### src/hdl/sfm_pkg.sv
package sfm_pkg;

	localparam int X_W       = 16;
	localparam int P_W       = 17;
	localparam int CNT_W     = 7;
	localparam int IDX_W     = 6;
	localparam int STORE_DEPTH = 64;
	localparam int SUM_W     = 23;
	localparam int EXP_LIMIT = 3072;
	localparam int ROM_DEPTH = EXP_LIMIT + 1;
	localparam int ROM_AW    = 12;
	localparam int Q62_W     = 63;
	localparam int BASE_W    = 62;
	localparam int STEP_W    = 6;
	localparam int TERMS     = 11;
	localparam int TERM_N_W  = 4;
	localparam int DIVS_W    = 23;
	localparam int PROB_STEPS = 33;

	typedef enum logic [3:0] {
		S_INIT_DIV,
		S_INIT_DWAIT,
		S_INIT_ROM,
		S_INIT_MWAIT,
		S_COLLECT,
		S_EXP_RD,
		S_EXP_ROM,
		S_EXP_ACC,
		S_DIV_RD,
		S_DIV_GO,
		S_DIV_RUN,
		S_DIV_OUT
	} state_t;

	typedef struct packed {
		logic div_start;
		logic div_init;
		logic init_upd;
		logic rom_wr;
		logic rom_step;
		logic in_take;
		logic exp_rd;
		logic exp_rom;
		logic exp_acc;
		logic div_rd;
		logic out_load;
	} cmd_t;

	typedef struct packed {
		logic div_busy;
		logic mul_busy;
		logic n_last;
		logic k_last;
		logic i_last;
		logic out_free;
	} sts_t;

endpackage

### src/hdl/sfm_ctrl.sv
module sfm_ctrl (
	input  logic          clk,
	input  logic          arst_n,
	input  logic          in_valid,
	input  logic          in_last,
	output logic          in_ready,
	input  sfm_pkg::sts_t sts,
	output sfm_pkg::cmd_t cmd
);

	sfm_pkg::state_t state_q, state_d;

	always_ff @(posedge clk or negedge arst_n) begin
		if (!arst_n) begin
			state_q <= sfm_pkg::S_INIT_DIV;
		end else begin
			state_q <= state_d;
		end
	end

	always_comb begin
		state_d = state_q;
		unique case (state_q)
			sfm_pkg::S_INIT_DIV: state_d = sfm_pkg::S_INIT_DWAIT;
			sfm_pkg::S_INIT_DWAIT: begin
				if (!sts.div_busy) begin
					state_d = sts.n_last ? sfm_pkg::S_INIT_ROM : sfm_pkg::S_INIT_DIV;
				end
			end
			sfm_pkg::S_INIT_ROM: begin
				state_d = sts.k_last ? sfm_pkg::S_COLLECT : sfm_pkg::S_INIT_MWAIT;
			end
			sfm_pkg::S_INIT_MWAIT: begin
				if (!sts.mul_busy) begin
					state_d = sfm_pkg::S_INIT_ROM;
				end
			end
			sfm_pkg::S_COLLECT: begin
				if (in_valid && in_last) begin
					state_d = sfm_pkg::S_EXP_RD;
				end
			end
			sfm_pkg::S_EXP_RD:  state_d = sfm_pkg::S_EXP_ROM;
			sfm_pkg::S_EXP_ROM: state_d = sfm_pkg::S_EXP_ACC;
			sfm_pkg::S_EXP_ACC: begin
				state_d = sts.i_last ? sfm_pkg::S_DIV_RD : sfm_pkg::S_EXP_RD;
			end
			sfm_pkg::S_DIV_RD: state_d = sfm_pkg::S_DIV_GO;
			sfm_pkg::S_DIV_GO: state_d = sfm_pkg::S_DIV_RUN;
			sfm_pkg::S_DIV_RUN: begin
				if (!sts.div_busy) begin
					state_d = sfm_pkg::S_DIV_OUT;
				end
			end
			sfm_pkg::S_DIV_OUT: begin
				if (sts.out_free) begin
					state_d = sts.i_last ? sfm_pkg::S_COLLECT : sfm_pkg::S_DIV_RD;
				end
			end
			default: state_d = sfm_pkg::S_INIT_DIV;
		endcase
	end

	always_comb begin
		cmd      = '0;
		in_ready = 1'b0;
		unique case (state_q)
			sfm_pkg::S_INIT_DIV: begin
				cmd.div_start = 1'b1;
				cmd.div_init  = 1'b1;
			end
			sfm_pkg::S_INIT_DWAIT: cmd.init_upd = !sts.div_busy;
			sfm_pkg::S_INIT_ROM:   cmd.rom_wr   = 1'b1;
			sfm_pkg::S_INIT_MWAIT: cmd.rom_step = !sts.mul_busy;
			sfm_pkg::S_COLLECT: begin
				in_ready    = 1'b1;
				cmd.in_take = in_valid;
			end
			sfm_pkg::S_EXP_RD:  cmd.exp_rd  = 1'b1;
			sfm_pkg::S_EXP_ROM: cmd.exp_rom = 1'b1;
			sfm_pkg::S_EXP_ACC: cmd.exp_acc = 1'b1;
			sfm_pkg::S_DIV_RD:  cmd.div_rd  = 1'b1;
			sfm_pkg::S_DIV_GO:  cmd.div_start = 1'b1;
			sfm_pkg::S_DIV_RUN: cmd = '0;
			sfm_pkg::S_DIV_OUT: cmd.out_load = sts.out_free;
			default: cmd = '0;
		endcase
	end

endmodule

### config.mk
export PLATFORM = sky130hd
export DESIGN_NAME = sfm_ctrl
export DESIGN_NICKNAME = d
export VERILOG_FILES = /design/src/hdl/sfm_pkg.sv /design/src/hdl/sfm_ctrl.sv
export SDC_FILE = /design/constraint.sdc
export NUM_CORES = 1
export LEC_CHECK = 0
export ABC_AREA = 0
export BUFFER_PORTS_ARGS = -buffer_cell sky130_fd_sc_hd__buf_2
export CAP_MARGIN = 25
export CORE_AREA = 2 2 39 41
export CTS_CLUSTER_DIAMETER = 50
export DETAILED_ROUTE_END_ITERATION = 6
export DIE_AREA = 0 0 41 43
export HOLD_SLACK_MARGIN = 0.05
export PLACE_DENSITY_LB_ADDON = 0.15
export SLEW_MARGIN = 20
export SYNTH_ARGS = -nofsm -noshare
export SYNTH_HDL_FRONTEND = slang
export SYNTH_SLANG_ARGS = --single-unit
### constraint.sdc
create_clock -name clk -period 2.75 [get_ports clk]
set_clock_uncertainty 0.05 [all_clocks]
set_input_delay 0.55 -clock clk [delete_from_list [all_inputs] [get_ports clk]]
set_output_delay 0.55 -clock clk [all_outputs]
set_load 0.005 [all_outputs]
==> impl_metrics.env <==
export IMPL_synth_most_common_cell="nand2_1"
export IMPL_antenna_found_initial=0
export IMPL_crit_path_start_kind="flop"
export IMPL_syn_nets=70
export IMPL_coreArea_um2=1384
export IMPL_initial_core_util_pct=31.92
export IMPL_netlist_area_um2=441.7
export IMPL_power_leakage_nw=0.2888
export IMPL_dp_hpwl_um=814.9
export IMPL_hold_ws_ps=59.71
export IMPL_ys_async_sr_fraction_pct=100.0
export IMPL_min_period_over_period_pct=76.49
export IMPL_synthMuxAreaShare_pct=7.932
export IMPL_largest_reg_flops=4
export IMPL_synth_ff_type="dfrtp_1"
export IMPL_ctsRootBufferMaster="clkbuf_4"
export IMPL_rows=14
export IMPL_first_iter_violations=11
export IMPL_synthAdderAreaFrac_pct=0
export IMPL_synth_top_cell_area_share_pct=22.66
export IMPL_fmaxAchievable_ghz=0.4754
export IMPL_cp_end_kind="primary output"
export IMPL_ys_seq_elements=4
export IMPL_gp_congestion=0.8062
export IMPL_ant_nets=0
export IMPL_worstMarginPinSlew_ps=539.7
export IMPL_netlist_instances=60
export IMPL_drive_gt1_share_pct=37.97
export IMPL_vias=509
export IMPL_area_delta_synth_final_pct=27.76
export IMPL_die_w_um=41
export IMPL_power_density_nw_per_um2=992.0
export IMPL_worstPathRequired_ps=2150
export IMPL_synth_simple_area_share_pct=35.98
export IMPL_numClockSinks=4
export IMPL_drv_cap=0
export IMPL_ctsHoldBuffers=0
export IMPL_critPathArrivalTime_ps=1500
export IMPL_cts_repair_resized=0
export IMPL_ys_types=28
export IMPL_relSlewSlack_pct=64.02
export IMPL_fin_area_um2=564.3
export IMPL_synth_compound_area_share_pct=22.38
export IMPL_die_h_um=43
export IMPL_seq_area_frac_synth_pct=22.66
export IMPL_cts_tree="yes"
export IMPL_die_area_um2=1763
export IMPL_synth_commonest_cells="9 x nand2_1, 5 x buf_2, 5 x nor2_1, 5 x nor3_1, 4 x dfrtp_1"
export IMPL_clk_path_buf_depth=2
export IMPL_clk_pin_slew_ps=40
export IMPL_yosys_top_cells_area="dfrtp_1 23%, nand2_1 7.6%, buf_2 5.7%"
export IMPL_port_buffers=21
export IMPL_status="finished clean"
export IMPL_grt_max_degree=18
export IMPL_synth_edf_count=0
export IMPL_drv_slew=0
export IMPL_post_cts_buffers=0
export IMPL_grt_pass1_wl_mm=1.731
export IMPL_min_period_ps=2104
export IMPL_worstPathMaxFanout=17
export IMPL_final_util_pct=40.78
export IMPL_post_drt_wl_per_cell_um=11.97
export IMPL_top_regs="state_q (4)"
export IMPL_synth_xor_area_share_pct=1.983
export IMPL_crit_type="reg2out"
export IMPL_io_pins=22
export IMPL_routed_wl_mm=1.137
export IMPL_regMostFlops="state_q"
export IMPL_worstSkewPairLatency_ps=230
export IMPL_finalPower_uw=559.8
export IMPL_dr_pass1_iters=4
export IMPL_hold_path_class="in2async"
export IMPL_syn_area_per_cell_um2=7.361
export IMPL_synth_top_family_by_area="simple AND/OR/NAND/NOR gates"
export IMPL_grt_overflow=0
export IMPL_ys_warn_count=0
export IMPL_grt_pass1_vias=412
export IMPL_dpl_instance_area_um2=541.8
export IMPL_yosys_area_top_type="dfrtp_1"
export IMPL_rsz0062_at_grt="false"
export IMPL_nets=91
export IMPL_hold_viol=0
export IMPL_setup_violations=0
export IMPL_via_per_inst=5.358
export IMPL_grtUsageTotal_pct=14.49
export IMPL_diodes=0
export IMPL_htreeDepth=1
export IMPL_setup_tns_ps=0
export IMPL_peakVddDrop_mv=0.4460
export IMPL_numCtsBuffers=3
export IMPL_drc_errors=0
placed cells by master (no fill, tap or decap):
| cell | instances |
|---|---|
| mux2_4 | 1 |
| mux2i_1 | 2 |
| inv_2 | 2 |
| and2_1 | 1 |
| a32oi_1 | 1 |
| a211oi_1 | 1 |
| nor4_1 | 3 |
| o21ai_0 | 3 |
| inv_1 | 2 |
| o211ai_1 | 1 |
| o21ai_2 | 1 |
| nand2b_1 | 2 |
| xor2_1 | 1 |
| nor3_1 | 5 |
| a21o_1 | 1 |
| nor4b_2 | 1 |
| dfrtp_1 | 4 |
| and2b_1 | 1 |
| nor3b_1 | 1 |
| nand2_1 | 9 |
| clkbuf_4 | 3 |
| o311ai_2 | 1 |
| a31oi_1 | 1 |
| and3b_1 | 1 |
| nand3_1 | 1 |
| nor2_1 | 5 |
| o31ai_1 | 2 |
| buf_2 | 21 |
| o22ai_1 | 1 |
metal layers:
metal	track usage, %	vias up	routed length (um)
li1	-	253	-
met1	19.09	232	526
met2	19.06	20	510
met3	4.712	4	73
met4	10.00	0	27
met5	0	-	0
path summary, 6_finish.rpt:
| path | cells past startpoint | slack, ps | startpoint | end |
|---|---|---|---|---|
| setup reg to reg | 3 | 900 | state_q[0] | state_q[1] |
| setup / recovery | 3 | 650 | state_q[2] | cmd[5] |
| max in group asynchronous | 1 | 2470 | arst_n | state_q[3] |
| hold reg to reg | 2 | 780 | state_q[0] | state_q[0] |
| min in group clk | 4 | 640 | sts[1] | state_q[0] |
| hold / removal | 1 | 60 | arst_n | state_q[0] |
where the power goes:
part	leakage [nW]	switching, mW	internal [mW]
combinational	0.224	0.141	0.160
sequential	0.0506	0.105	0.0837
clock	0.0138	0.0223	0.0487
total	0.289	0.268	0.292
layout make-up:
cell class                      count  area (um^2)
Clock buffer                        3        22.52
Fill cell                         166        819.5
Inverter                            4        15.01
Multi-Input combinational cell     47        301.5
Sequential cell                     4        100.1
Tap cell                           16        20.02
Timing Repair Buffer               21        105.1
cell families after synthesis:
logic type,count (synthesis)
XOR/XNOR,1
flip-flops,4
buffers and inverters,9
AO/OA/AOI/OAI,13
AND/OR/NAND/NOR,30
multiplexers,3
worst max-delay path, cell delays in order, from the launching register on:
cell     delay (ps)
dfrtp_1         660
nor4b_2         340
and2_1          160
buf_2           100
metrics by stage:
stage,instances,setup WS [ps]
global route,95,505.9
floorplan,60,1176
finish,95,646.4
global placement,92,879.7
CTS,95,633.9
detailed placement,92,885.1
No activity file was read; power rests on OpenSTA's default activity.
